[config.mk]
export PLATFORM = sky130hd
export DESIGN_NAME = source_text_tokenizer_flat
export DESIGN_NICKNAME = d
export VERILOG_FILES = /design/src/hdl/stt_pkg.sv /design/src/hdl/stt_ifs.sv /design/src/hdl/stt_front.sv /design/src/hdl/stt_queue.sv /design/src/hdl/stt_back.sv /design/src/hdl/source_text_tokenizer.sv /design/src/flat_wrapper.sv
export VERILOG_INCLUDE_DIRS = /design/src /design/src/hdl
export SDC_FILE = /design/constraint.sdc
export NUM_CORES = 1
export LEC_CHECK = 0
export BUFFER_PORTS_ARGS = -buffer_cell sky130_fd_sc_hd__buf_4
export CORE_AREA = 10 10 149 151
export CTS_CLUSTER_DIAMETER = 120
export DETAILED_ROUTE_END_ITERATION = 6
export DIE_AREA = 0 0 159 161
export MAX_ROUTING_LAYER = met4
export PLACE_DENSITY = 0.85
export SYNTH_ARGS = -nofsm -noshare
export SYNTH_HDL_FRONTEND = slang
export SYNTH_SLANG_ARGS = --single-unit
[constraint.sdc]
create_clock -name clk -period 9.2 [get_ports clk]
set_input_delay 1.84 -clock clk [delete_from_list [all_inputs] [get_ports clk]]
set_output_delay 1.84 -clock clk [all_outputs]
set_load 0.005 [all_outputs]
[src/hdl/source_text_tokenizer_defines.svh]
// Assertion macros shared by the tokenizer RTL.
`ifndef SOURCE_TEXT_TOKENIZER_DEFINES_SVH
`define SOURCE_TEXT_TOKENIZER_DEFINES_SVH

// Condition and consequence in the same cycle.
`define STT_ASSERT_NOW(label, ante, cons, msg) \
	label: assert property (@(posedge clk) disable iff (!arst_n) (ante) |-> (cons)) \
		else $error(msg);

// Consequence in the cycle after the condition.
`define STT_ASSERT_NEXT(label, ante, cons, msg) \
	label: assert property (@(posedge clk) disable iff (!arst_n) (ante) |=> (cons)) \
		else $error(msg);

`endif

[src/hdl/stt_pkg.sv]
// Types, constants, keyword table and helpers of the source text tokenizer.
`timescale 1ns / 1ps
package stt_pkg;

	localparam int KEYWORD_CHARS  = 8;
	localparam int COUNT_BITS     = 16;
	localparam int KW_IDX_BITS    = $clog2(KEYWORD_CHARS);
	localparam int KW_COUNT       = 21;
	localparam int KW_MAX_LEN     = 8;
	localparam int QUEUE_DEPTH    = 4;
	localparam int QUEUE_PTR_BITS = $clog2(QUEUE_DEPTH);

	localparam logic [COUNT_BITS-1:0] COUNT_MAX = '1;

	localparam logic [7:0] CH_NUL    = 8'h00;
	localparam logic [7:0] CH_CR     = 8'h0D;
	localparam logic [7:0] CH_NL     = 8'h0A;
	localparam logic [7:0] CH_DQUOTE = 8'h22;
	localparam logic [7:0] CH_DOT    = 8'h2E;
	localparam logic [7:0] CH_STAR   = 8'h2A;
	localparam logic [7:0] CH_SLASH  = 8'h2F;
	localparam logic [7:0] CH_EQ     = 8'h3D;
	localparam logic [7:0] CH_BANG   = 8'h21;
	localparam logic [7:0] CH_AMP    = 8'h26;

	typedef enum logic [3:0] {
		M_START, M_ID, M_INT, M_FLOAT, M_STRING, M_LOGIC, M_ARITH, M_REL, M_COMMENT
	} mode_t;

	typedef enum logic [4:0] {
		K_KEYWORD     = 5'd0,
		K_IDENT       = 5'd1,
		K_INT         = 5'd2,
		K_FLOAT       = 5'd3,
		K_STRING      = 5'd4,
		K_LOGIC       = 5'd5,
		K_NOT         = 5'd6,
		K_ARITH       = 5'd7,
		K_REL         = 5'd8,
		K_ASSIGN      = 5'd9,
		K_GROUP       = 5'd10,
		K_BRACKET     = 5'd11,
		K_DELIM       = 5'd12,
		K_ERR_CHAR    = 5'd13,
		K_ERR_FLOAT   = 5'd14,
		K_ERR_STRING  = 5'd15,
		K_ERR_AND     = 5'd16,
		K_ERR_OR      = 5'd17,
		K_ERR_COMMENT = 5'd18
	} kind_t;

	typedef enum logic [3:0] {
		CC_IDSTART, CC_DIGIT, CC_QUOTE, CC_LOGIC, CC_ARITH, CC_REL, CC_DELIM,
		CC_GROUP, CC_BRACKET, CC_SPACE, CC_NUL, CC_NEWLINE, CC_INVALID
	} char_class_t;

	typedef struct packed {
		logic [7:0]  ch;
		char_class_t cls;
	} char_item_t;

	typedef struct packed {
		logic       push;
		char_item_t item;
	} q_write_t;

	typedef struct packed {
		logic       valid;
		char_item_t item;
	} q_head_t;

	typedef struct packed {
		kind_t       kind;
		logic [4:0]  kw;
		logic [15:0] line;
		logic [15:0] len;
		logic [7:0]  c1;
		logic [7:0]  c2;
		logic        last;
	} token_t;

	typedef struct packed {
		logic       hit;
		logic [4:0] idx;
	} kw_hit_t;

	typedef logic [KEYWORD_CHARS-1:0][7:0] prefix_t;

	// Words are right-justified: the first character is the highest byte that the word uses.
	localparam logic [KW_MAX_LEN*8-1:0] KW_TEXT [KW_COUNT] = '{
		"var", "int", "float", "string", "bool", "void", "function", "if", "else",
		"while", "for", "inc", "dec", "switch", "case", "default", "print", "read",
		"return", "true", "false"
	};

	localparam int KW_LEN [KW_COUNT] = '{
		3, 3, 5, 6, 4, 4, 8, 2, 4, 5, 3, 3, 3, 6, 4, 7, 5, 4, 6, 4, 5
	};

	// Each table word is compared independently; the lowest index wins.
	function automatic kw_hit_t keyword_match(prefix_t p, logic [COUNT_BITS-1:0] len);
		kw_hit_t r;
		logic    same;
		r = '0;
		for (int i = KW_COUNT - 1; i >= 0; i--) begin
			same = (len == COUNT_BITS'(KW_LEN[i]));
			for (int j = 0; j < KW_MAX_LEN; j++) begin
				if (j < KW_LEN[i]) begin
					if (KW_TEXT[i][(KW_LEN[i] - 1 - j) * 8 +: 8] != p[j]) begin
						same = 1'b0;
					end
				end
			end
			if (same) begin
				r.hit = 1'b1;
				r.idx = 5'(i);
			end
		end
		return r;
	endfunction

	function automatic logic [15:0] cap16(logic [COUNT_BITS-1:0] v);
		logic [31:0] w;
		w = 32'(v);
		return (w > 32'h0000_FFFF) ? 16'hFFFF : w[15:0];
	endfunction

endpackage

[src/hdl/stt_ifs.sv]
// Handshake interfaces for the character input and token output channels.
`timescale 1ns / 1ps
interface stt_char_if;
	logic       valid;
	logic       ready;
	logic [7:0] char_code;
	modport source(output valid, output char_code, input ready);
	modport sink(input valid, input char_code, output ready);
endinterface

interface stt_token_if;
	logic        valid;
	logic        ready;
	logic [4:0]  kind;
	logic [4:0]  keyword_index;
	logic [15:0] line_number;
	logic [15:0] token_length;
	logic [7:0]  first_char;
	logic [7:0]  second_char;
	logic        last_of_run;
	modport source(output valid, output kind, output keyword_index, output line_number,
		output token_length, output first_char, output second_char, output last_of_run,
		input ready);
	modport sink(input valid, input kind, input keyword_index, input line_number,
		input token_length, input first_char, input second_char, input last_of_run,
		output ready);
endinterface

[src/hdl/stt_front.sv]
// Front end: accepts characters and tags each with its character class.
`timescale 1ns / 1ps
module stt_front import stt_pkg::*; (
	stt_char_if.sink chars,
	input  logic     full,
	output q_write_t wr
);

	function automatic char_class_t classify(logic [7:0] c);
		if ((c >= "a" && c <= "z") || (c >= "A" && c <= "Z") || c == "_") begin
			return CC_IDSTART;
		end else if (c >= "0" && c <= "9") begin
			return CC_DIGIT;
		end else if (c == CH_DQUOTE) begin
			return CC_QUOTE;
		end else if (c == "&" || c == "|") begin
			return CC_LOGIC;
		end else if (c == "+" || c == "-" || c == "/" || c == "*" || c == "%" || c == "^") begin
			return CC_ARITH;
		end else if (c == "<" || c == ">" || c == "!" || c == "=") begin
			return CC_REL;
		end else if (c == "." || c == "," || c == ";" || c == ":") begin
			return CC_DELIM;
		end else if (c == "(" || c == ")" || c == "{" || c == "}") begin
			return CC_GROUP;
		end else if (c == "[" || c == "]") begin
			return CC_BRACKET;
		end else if (c == " " || c == 8'h09 || c == CH_CR) begin
			return CC_SPACE;
		end else if (c == CH_NUL) begin
			return CC_NUL;
		end else if (c == CH_NL) begin
			return CC_NEWLINE;
		end
		return CC_INVALID;
	endfunction

	assign chars.ready  = !full;
	assign wr.push      = chars.valid && !full;
	assign wr.item.ch   = chars.char_code;
	assign wr.item.cls  = classify(chars.char_code);

endmodule

[src/hdl/stt_queue.sv]
// Short queue of classified characters between the front and back ends.
`timescale 1ns / 1ps
module stt_queue import stt_pkg::*; (
	input  logic     clk,
	input  logic     arst_n,
	input  q_write_t wr,
	output logic     full,
	output q_head_t  head,
	input  logic     pop
);

	char_item_t                mem_q [QUEUE_DEPTH];
	logic [QUEUE_PTR_BITS-1:0] wr_ptr_q;
	logic [QUEUE_PTR_BITS-1:0] rd_ptr_q;
	logic [QUEUE_PTR_BITS:0]   count_q;

	assign full       = (count_q == (QUEUE_PTR_BITS + 1)'(QUEUE_DEPTH));
	assign head.valid = (count_q != '0);
	assign head.item  = mem_q[rd_ptr_q];

	always_ff @(posedge clk) begin
		if (wr.push) begin
			mem_q[wr_ptr_q] <= wr.item;
		end
	end

	always_ff @(posedge clk or negedge arst_n) begin
		if (!arst_n) begin
			wr_ptr_q <= '0;
			rd_ptr_q <= '0;
			count_q  <= '0;
		end else begin
			if (wr.push) begin
				wr_ptr_q <= wr_ptr_q + 1'b1;
			end
			if (pop) begin
				rd_ptr_q <= rd_ptr_q + 1'b1;
			end
			case ({wr.push, pop})
				2'b10:   count_q <= count_q + 1'b1;
				2'b01:   count_q <= count_q - 1'b1;
				default: count_q <= count_q;
			endcase
		end
	end

endmodule

[src/hdl/stt_back.sv]
// Back end: runs the lexer automaton, one pass a cycle unless stalled, into the token output register.
`timescale 1ns / 1ps
module stt_back import stt_pkg::*; (
	input  logic       clk,
	input  logic       arst_n,
	input  q_head_t    head,
	output logic       pop,
	stt_token_if.source tokens
);

	mode_t                 mode_q, mode_d;
	logic [COUNT_BITS-1:0] line_q, line_d;
	logic [COUNT_BITS-1:0] len_q, len_d;
	prefix_t               prefix_q, prefix_d;
	logic [7:0]            lead_q, lead_d;
	logic                  dot_q, dot_d;
	logic                  star_q, star_d;
	logic                  ov_q;
	token_t                ev_q;

	logic                  go;
	logic                  consume;
	logic                  emit;
	logic                  do_begin;
	logic                  do_grow;
	logic                  start_emits;
	kind_t                 ev_kind;
	logic [4:0]            ev_kw;
	logic [COUNT_BITS-1:0] ev_len;
	logic [7:0]            ev_c1;
	logic [7:0]            ev_c2;
	logic [COUNT_BITS-1:0] len_inc;
	logic [COUNT_BITS-1:0] len_base;
	logic [7:0]            c;
	char_class_t           cls;
	kw_hit_t               kw;

	assign c   = head.item.ch;
	assign cls = head.item.cls;
	assign go  = head.valid && (!ov_q || tokens.ready);
	assign pop = go && consume;

	assign len_inc = (len_q != COUNT_MAX) ? len_q + 1'b1 : len_q;
	assign kw      = keyword_match(prefix_q, len_q);

	// In start mode these classes give an event of their own, so a token closed
	// by such a character is not the last event of the run.
	assign start_emits = (cls == CC_DELIM) || (cls == CC_GROUP) ||
		(cls == CC_BRACKET) || (cls == CC_INVALID);

	always_comb begin
		mode_d   = mode_q;
		line_d   = line_q;
		len_d    = len_q;
		prefix_d = prefix_q;
		lead_d   = lead_q;
		dot_d    = dot_q;
		star_d   = star_q;
		consume  = 1'b1;
		emit     = 1'b0;
		do_begin = 1'b0;
		do_grow  = 1'b0;
		ev_kind  = K_IDENT;
		ev_kw    = '0;
		ev_len   = COUNT_BITS'(1);
		ev_c1    = lead_q;
		ev_c2    = '0;
		case (mode_q)
			M_START: begin
				ev_c1 = c;
				case (cls)
					CC_IDSTART: begin do_begin = 1'b1; mode_d = M_ID;     end
					CC_DIGIT:   begin do_begin = 1'b1; mode_d = M_INT;    end
					CC_QUOTE:   begin do_begin = 1'b1; mode_d = M_STRING; end
					CC_LOGIC:   begin do_begin = 1'b1; mode_d = M_LOGIC;  end
					CC_ARITH:   begin do_begin = 1'b1; mode_d = M_ARITH;  end
					CC_REL:     begin do_begin = 1'b1; mode_d = M_REL;    end
					CC_DELIM:   begin emit = 1'b1; ev_kind = K_DELIM;    end
					CC_GROUP:   begin emit = 1'b1; ev_kind = K_GROUP;    end
					CC_BRACKET: begin emit = 1'b1; ev_kind = K_BRACKET;  end
					CC_SPACE:   begin end
					CC_NUL:     line_d = COUNT_BITS'(1);
					CC_NEWLINE: begin
						if (line_q != COUNT_MAX) begin
							line_d = line_q + 1'b1;
						end
					end
					default:    begin emit = 1'b1; ev_kind = K_ERR_CHAR; end
				endcase
				if (do_begin) begin
					do_grow = 1'b1;
					lead_d  = c;
					dot_d   = 1'b0;
					star_d  = 1'b0;
				end
			end
			M_ID: begin
				if (cls == CC_IDSTART || cls == CC_DIGIT) begin
					do_grow = 1'b1;
				end else begin
					emit    = 1'b1;
					ev_kind = kw.hit ? K_KEYWORD : K_IDENT;
					ev_kw   = kw.hit ? kw.idx : 5'd0;
					ev_len  = len_q;
					consume = 1'b0;
					mode_d  = M_START;
				end
			end
			M_INT: begin
				if (c == CH_DOT) begin
					do_grow = 1'b1;
					dot_d   = 1'b1;
					mode_d  = M_FLOAT;
				end else if (cls == CC_DIGIT) begin
					do_grow = 1'b1;
				end else begin
					emit    = 1'b1;
					ev_kind = K_INT;
					ev_len  = len_q;
					consume = 1'b0;
					mode_d  = M_START;
				end
			end
			M_FLOAT: begin
				if (cls == CC_DIGIT) begin
					do_grow = 1'b1;
					dot_d   = 1'b0;
				end else begin
					emit    = 1'b1;
					ev_kind = dot_q ? K_ERR_FLOAT : K_FLOAT;
					ev_len  = len_q;
					consume = 1'b0;
					mode_d  = M_START;
				end
			end
			M_STRING: begin
				if (c == CH_DQUOTE) begin
					do_grow = 1'b1;
					emit    = 1'b1;
					ev_kind = K_STRING;
					ev_len  = len_inc;
					mode_d  = M_START;
				end else if (c == CH_NUL || c == CH_NL || c == CH_CR) begin
					emit    = 1'b1;
					ev_kind = K_ERR_STRING;
					ev_len  = len_q;
					consume = 1'b0;
					mode_d  = M_START;
				end else begin
					do_grow = 1'b1;
				end
			end
			M_LOGIC: begin
				emit   = 1'b1;
				mode_d = M_START;
				if (c == lead_q) begin
					ev_kind = K_LOGIC;
					ev_len  = COUNT_BITS'(2);
					ev_c2   = c;
				end else begin
					ev_kind = (lead_q == CH_AMP) ? K_ERR_AND : K_ERR_OR;
					consume = 1'b0;
				end
			end
			M_ARITH: begin
				if (lead_q == CH_SLASH && c == CH_STAR) begin
					len_d  = '0;
					lead_d = '0;
					star_d = 1'b0;
					mode_d = M_COMMENT;
				end else begin
					emit    = 1'b1;
					ev_kind = K_ARITH;
					consume = 1'b0;
					mode_d  = M_START;
				end
			end
			M_REL: begin
				emit   = 1'b1;
				mode_d = M_START;
				if (c == CH_EQ) begin
					ev_kind = K_REL;
					ev_len  = COUNT_BITS'(2);
					ev_c2   = c;
				end else begin
					consume = 1'b0;
					if (lead_q == CH_BANG) begin
						ev_kind = K_NOT;
					end else if (lead_q == CH_EQ) begin
						ev_kind = K_ASSIGN;
					end else begin
						ev_kind = K_REL;
					end
				end
			end
			M_COMMENT: begin
				if (c == CH_NUL) begin
					emit    = 1'b1;
					ev_kind = K_ERR_COMMENT;
					ev_len  = len_q;
					consume = 1'b0;
					mode_d  = M_START;
				end else if (c == CH_SLASH && star_q) begin
					star_d = 1'b0;
					mode_d = M_START;
				end else begin
					if (len_q == '0) begin
						lead_d = c;
					end
					len_d  = len_inc;
					star_d = (c == CH_STAR);
				end
			end
			default: begin
				consume = 1'b0;
				mode_d  = M_START;
			end
		endcase

		// A new token restarts its length before the first character is added.
		len_base = do_begin ? '0 : len_q;
		if (do_grow) begin
			if (len_base < COUNT_BITS'(KEYWORD_CHARS)) begin
				prefix_d[len_base[KW_IDX_BITS-1:0]] = c;
			end
			len_d = (len_base != COUNT_MAX) ? len_base + 1'b1 : len_base;
		end
	end

	always_ff @(posedge clk or negedge arst_n) begin
		if (!arst_n) begin
			mode_q   <= M_START;
			line_q   <= COUNT_BITS'(1);
			len_q    <= '0;
			prefix_q <= '0;
			lead_q   <= '0;
			dot_q    <= 1'b0;
			star_q   <= 1'b0;
			ov_q     <= 1'b0;
		end else begin
			if (go) begin
				mode_q   <= mode_d;
				line_q   <= line_d;
				len_q    <= len_d;
				prefix_q <= prefix_d;
				lead_q   <= lead_d;
				dot_q    <= dot_d;
				star_q   <= star_d;
			end
			if (go && emit) begin
				ov_q <= 1'b1;
			end else if (tokens.ready) begin
				ov_q <= 1'b0;
			end
		end
	end

	always_ff @(posedge clk) begin
		if (go && emit) begin
			ev_q.kind <= ev_kind;
			ev_q.kw   <= ev_kw;
			ev_q.line <= cap16(line_q);
			ev_q.len  <= cap16(ev_len);
			ev_q.c1   <= ev_c1;
			ev_q.c2   <= ev_c2;
			ev_q.last <= consume || !start_emits;
		end
	end

	assign tokens.valid         = ov_q;
	assign tokens.kind          = ev_q.kind;
	assign tokens.keyword_index = ev_q.kw;
	assign tokens.line_number   = ev_q.line;
	assign tokens.token_length  = ev_q.len;
	assign tokens.first_char    = ev_q.c1;
	assign tokens.second_char   = ev_q.c2;
	assign tokens.last_of_run   = ev_q.last;

endmodule

[src/hdl/source_text_tokenizer.sv]
// Top level of the source text tokenizer: front end, character queue and lexer back end.
//
// Channel   Role    Payload
// chars     sink    char_code (one source byte per item, 0 ends the text)
// tokens    source  kind, keyword_index, line_number, token_length,
//                   first_char, second_char, last_of_run
//
// A character is taken in any cycle in which the queue has room. The back end makes one
// pass of the automaton a cycle while a character waits and the output is free; a
// character that closes a token without belonging to it gives two items when its second
// pass meets a delimiter, bracket, grouping symbol or invalid byte. Reset puts the lexer
// in its start mode with the line count at one and empties the four-entry queue. The
// queue lets input continue for up to four characters while the token channel stalls.
`timescale 1ns / 1ps
`include "source_text_tokenizer_defines.svh"
module source_text_tokenizer import stt_pkg::*; (
	input  logic        clk,
	input  logic        arst_n,
	stt_char_if.sink    chars,
	stt_token_if.source tokens
);

	q_write_t wr;
	q_head_t  head;
	logic     full;
	logic     pop;

	stt_front u_front (
		.chars (chars),
		.full  (full),
		.wr    (wr)
	);

	stt_queue u_queue (
		.clk    (clk),
		.arst_n (arst_n),
		.wr     (wr),
		.full   (full),
		.head   (head),
		.pop    (pop)
	);

	stt_back u_back (
		.clk    (clk),
		.arst_n (arst_n),
		.head   (head),
		.pop    (pop),
		.tokens (tokens)
	);

	`STT_ASSERT_NOW(a_no_push_when_full, wr.push, !full, "character pushed into a full queue")
	`STT_ASSERT_NOW(a_pop_needs_item, pop, head.valid, "queue popped while empty")
	`STT_ASSERT_NEXT(a_second_event_follows,
		tokens.valid && tokens.ready && !tokens.last_of_run,
		tokens.valid && (tokens.kind == K_DELIM || tokens.kind == K_GROUP ||
		tokens.kind == K_BRACKET || tokens.kind == K_ERR_CHAR),
		"item not marked last was not followed by its start-mode item")

endmodule
[src/flat_wrapper.sv]
// flat-port wrapper written by rule: the top's interface ports become plain ports
module source_text_tokenizer_flat import stt_pkg::*;
  (clk, arst_n, chars_valid, chars_char_code, chars_ready, tokens_valid, tokens_kind, tokens_keyword_index, tokens_line_number, tokens_token_length, tokens_first_char, tokens_second_char, tokens_last_of_run, tokens_ready);
  stt_char_if chars_i ();
  stt_token_if tokens_i ();
  input  logic clk;
  input  logic arst_n;
  input wire logic [$bits(chars_i.valid)-1:0] chars_valid;
  input wire logic [$bits(chars_i.char_code)-1:0] chars_char_code;
  output wire logic [$bits(chars_i.ready)-1:0] chars_ready;
  output wire logic [$bits(tokens_i.valid)-1:0] tokens_valid;
  output wire logic [$bits(tokens_i.kind)-1:0] tokens_kind;
  output wire logic [$bits(tokens_i.keyword_index)-1:0] tokens_keyword_index;
  output wire logic [$bits(tokens_i.line_number)-1:0] tokens_line_number;
  output wire logic [$bits(tokens_i.token_length)-1:0] tokens_token_length;
  output wire logic [$bits(tokens_i.first_char)-1:0] tokens_first_char;
  output wire logic [$bits(tokens_i.second_char)-1:0] tokens_second_char;
  output wire logic [$bits(tokens_i.last_of_run)-1:0] tokens_last_of_run;
  input wire logic [$bits(tokens_i.ready)-1:0] tokens_ready;
  assign chars_i.valid = chars_valid;
  assign chars_i.char_code = chars_char_code;
  assign chars_ready = chars_i.ready;
  assign tokens_valid = tokens_i.valid;
  assign tokens_kind = tokens_i.kind;
  assign tokens_keyword_index = tokens_i.keyword_index;
  assign tokens_line_number = tokens_i.line_number;
  assign tokens_token_length = tokens_i.token_length;
  assign tokens_first_char = tokens_i.first_char;
  assign tokens_second_char = tokens_i.second_char;
  assign tokens_last_of_run = tokens_i.last_of_run;
  assign tokens_i.ready = tokens_ready;
  source_text_tokenizer u_core (.clk(clk), .arst_n(arst_n), .chars(chars_i), .tokens(tokens_i));
endmodule
==> summary.txt <==
Yosys
  • Synth area leader: edfxtp_1
  • Post-synthesis simple-gate area fraction: 26.0%
  • Warnings from Yosys: 0
  • Post-synth ARST share: 52.4%
  • Synth Area in XOR/XNOR: under 10%
  • Mux cell area share after synthesis: 4.83%
  • Top cell type's share of synthesized area: 25.4%
  • Cells after synthesis: between 1,000 and 1,500
  • Synth Area in Compound Gates: 14.2%
  • Primary FF master, synth: dfrtp_1
  • Avg Inst Size Synth: between 9 and 10 sq um
  • Syn nets: ~1,300
  • Ranking of synthesized cells by area: edfxtp_1, dfrtp_1, nand2_1
  • Seq cells post-synth: 225
  • Yosys cell types: 87
  • Largest family of logic cells by synthesized area: simple AND/OR/NAND/NOR gates
  • Seq/Total Area, Yosys: about half
  • Adder-Cell Fraction of Synth Area: under 10%
  • EDFF count, synth: between 100 and 150
  • Post-Synthesis Cell Area: ~13,000 sq um

Hold path
  • WHS Endpoint: u_core.u_back.prefix_q[47]
  • Hold Crit Start: u_core.u_back.prefix_q[47]
  • Hold crit path type: reg2reg
  • Worst hold path depth: 2

GRT
  • All-Layer GR Usage: 28.6%
  • Gr ovfl total: 0
  • Largest net degree at the start of global routing: 69
  • Vias in the first global route: between 10,000 and 15,000
  • Initial antenna violation count: 0
  • First-pass GRT wire length: 58,700 um

Place
  • Setup WS pre-CTS: 4.89 ns
  • Placer Congestion: ~1.0
  • # port buffers: 72
  • Final HPWL from detailed placement: about 26,000 um
  • Placed cell areas: 13,300 sq um

STA
  • Setup TNS: 0 ns
  • WHS: roughly 0.48 ns
  • RSZ-0062 raised after global routing: false
  • Hold Fails Final Rpt: 0
  • Final slew viol count: 0
  • Setup ws final: ~4.8 ns
  • Tmin final: around 4.4 ns
  • Final period utilization: 47.8%
  • Clk_skew: between 0.03 and 0.04 ns
  • Final setup viols: 0
  • Worst slew pin tran: roughly 1.2 ns
  • Highest clock rate: 0.227 GHz
  • Slew headroom: between 20% and 30%

Clocking
  • CTS tree: yes
  • Clock sink count: 225
  • H-tree levels: 1
  • CTS Buf Count: 24
  • Clock transition at path regs: roughly 0.060 ns
  • Max Buffers Root-to-Sink: 3
  • Root buf cell: clkbuf_16
  • Post-CTS Hold Buffers: 0
  • Skew-Pair Late Insertion Delay: about 0.55 ns
  • Post-cts resize count: 0
  • Setup bufs post-CTS: 0

Cells and area
  • Share of layout cells above drive strength 1: roughly an eighth
  • Commonest non-fill, non-tap cell in the layout: nand2_1
  • Antenna diode count: 0
  • Post-route cell area: around 14,000 sq um
  • Area grow syn2layout: 11.9%
  • # fillers: 1,359
  • Register area: 6170 sq um
  • Commonest cells after routing, fill and taps aside: nand2_1, dfrtp_1, edfxtp_1, nor2_1, buf_4
  • Nets: approximately 1,400
  • Multi-input gate area: 6130 sq um

Route
  • DRT iter0 DRCs: between 1,000 and 1,500
  • Drt wl/cell: between 20 and 25 um
  • Vias/cell: 6.89
  • Post-DRT Antenna Nets: 0
  • Drt drc: 0
  • Final WL: 36,600 um
  • DR vias: approximately 11,000
  • DRT Pass-1 Iters: 6

Critical path
  • Crit Path Category: reg2reg
  • CP Capture Type: flip-flop
  • Slowest Stage Delay on Critical Path: ~0.74 ns
  • R2R cell count: 9
  • Most used cell, CP: buf_4
  • Reg2reg start: u_core.u_queue.rd_ptr_q[0]
  • Critical register-to-register path endpoint: u_core.u_back.tokens.keyword_index[3]
  • Worst Path Required: 9.40 ns
  • R2r setup slk: between 4 and 5 ns
  • Slowest stage cell, crit path: nor4b_1
  • Arrival @ worst endpoint: around 4.6 ns
  • Crit path cell chain: buf_4, mux4_2, nand2b_1, or3_1, a31oi_1, nand2_1, nor4b_1, nor2_4, buf_4
  • Nature of the critical path startpoint: flip-flop
  • Critical Path Fanout Max: 48

Die
  • Cell row count: 51
  • Top Ports: 73
  • Die area: between 20,000 and 30,000 sq um
  • Die H: 161 um
  • Initial Utilization: about 66%
  • Die W: between 150 and 200 um
  • Core Region: ~19,000 sq um

Power
  • Tot Pwr: about 4.7 mW
  • Leak: between 5 and 6 nW
  • Peak supply drop: slightly below 0.3 mV
  • Pwr dens: approximately 330 nW/um^2

Run status
  • Status: complete, no violations

Flow run
  • MaxCap Viol Count: 0
## metal layers
metal	track usage (%)	wire length, um	vias up
li1	-	-	4952
met4	7.41	1000	0
met2	43.2	16800	669
met3	4.25	3420	95
met5	-	0	-
met1	39.9	15400	5443
## metrics by stage
stage | cells | utilization, %
finish | 1620 | 73.7
global route | 1620 | 73.7
CTS | 1620 | 73.7
detailed placement | 1576 | 69.2
global placement | 1576 | 69.2
floorplan | 1303 | -
## power by group
part | total (mW) | internal [mW] | switching, mW
registers | 1.73 | 1.47 | 0.254
clock network | 1.04 | 0.630 | 0.410
logic | 1.92 | 0.682 | 1.23
total | 4.68 | 2.78 | 1.90
## synthesized netlist by cell type, types with 6 or more instances
| master | instances |
|---|---|
| ha_1 | 11 |
| mux2_2 | 9 |
| or4_1 | 6 |
| nor2_1 | 99 |
| nand4b_1 | 8 |
| nor2b_1 | 14 |
| nand3_1 | 59 |
| a31oi_1 | 10 |
| mux2i_1 | 15 |
| a21o_1 | 6 |
| and3_1 | 23 |
| o31ai_1 | 15 |
| mux4_2 | 12 |
| inv_1 | 20 |
| mux2_1 | 8 |
| nor4b_1 | 8 |
| a21oi_1 | 58 |
| nor3_1 | 42 |
| nor3b_1 | 7 |
| nand4_1 | 38 |
| xnor2_1 | 15 |
| or3_1 | 13 |
| o21ai_1 | 60 |
| o21ai_0 | 70 |
| nand3b_1 | 8 |
| nor4bb_1 | 11 |
| clkbuf_1 | 55 |
| nor4_1 | 32 |
| and2_1 | 12 |
| buf_2 | 14 |
| xor2_1 | 15 |
| edfxtp_1 | 107 |
| nand2b_1 | 16 |
| o22ai_1 | 9 |
| dfrtp_1 | 117 |
| nand2_1 | 178 |
## cell families (layout without fill, tap and decap cells)
kind of cell,count (synthesis),after routing
flops,225,225
xor+xnor,30,30
fa+ha+maj,12,12
simple gates,613,613
mux,44,44
compound gates,287,287
buf+inv,92,144
## layout make-up
class | instances | share of cell area [%]
Sequential cell | 225 | 43.5
Inverter | 21 | 0.556
Multi-Input combinational cell | 986 | 43.2
Clock inverter | 13 | 1.42
Clock buffer | 31 | 4.71
Timing Repair Buffer | 79 | 4.19
Tap cell | 265 | 2.34
## state kept, by name (all words and copies together), names as in the netlist, 2 cells and up
signal	cells
u_core.u_queue.count_q	3
u_core.u_back.lead_q	8
u_core.u_back.tokens.kind	5
u_core.u_back.mode_q	4
u_core.u_queue.rd_ptr_q	2
u_core.u_queue.wr_ptr_q	2
u_core.u_back.len_q	16
u_core.u_back.tokens.line_number	16
u_core.u_back.tokens.keyword_index	5
u_core.u_back.tokens.first_char	8
u_core.u_back.tokens.second_char	8
u_core.u_queue.mem_q	48
u_core.u_back.tokens.token_length	16
u_core.u_back.prefix_q	64
u_core.u_back.line_q	16
## critical path, delay by kind of cell, from the launching register on
family | cells | cell delay, ns
buf+inv | 2 | 0.75
compound gates | 1 | 0.39
flops | 1 | 0.32
simple gates | 5 | 1.86
mux | 1 | 0.70
## how the worst max path moves through the flow
stage | start | end | cells past startpoint
after global placement | u_core.u_queue.rd_ptr_q[0] | u_core.u_back.tokens.keyword_index[0] | 9
after detailed placement | chars_char_code[7] | u_core.u_queue.mem_q[0][0] | 7
after CTS | u_core.u_queue.rd_ptr_q[0] | u_core.u_queue.count_q[2] | 13
after floorplan | tokens_ready | u_core.u_back.tokens.first_char[0] | 4
final | u_core.u_queue.rd_ptr_q[0] | u_core.u_back.tokens.keyword_index[3] | 9
after global routing | u_core.u_back.mode_q[1] | u_core.u_back.len_q[6] | 11
(Power assumes the default switching activity.)
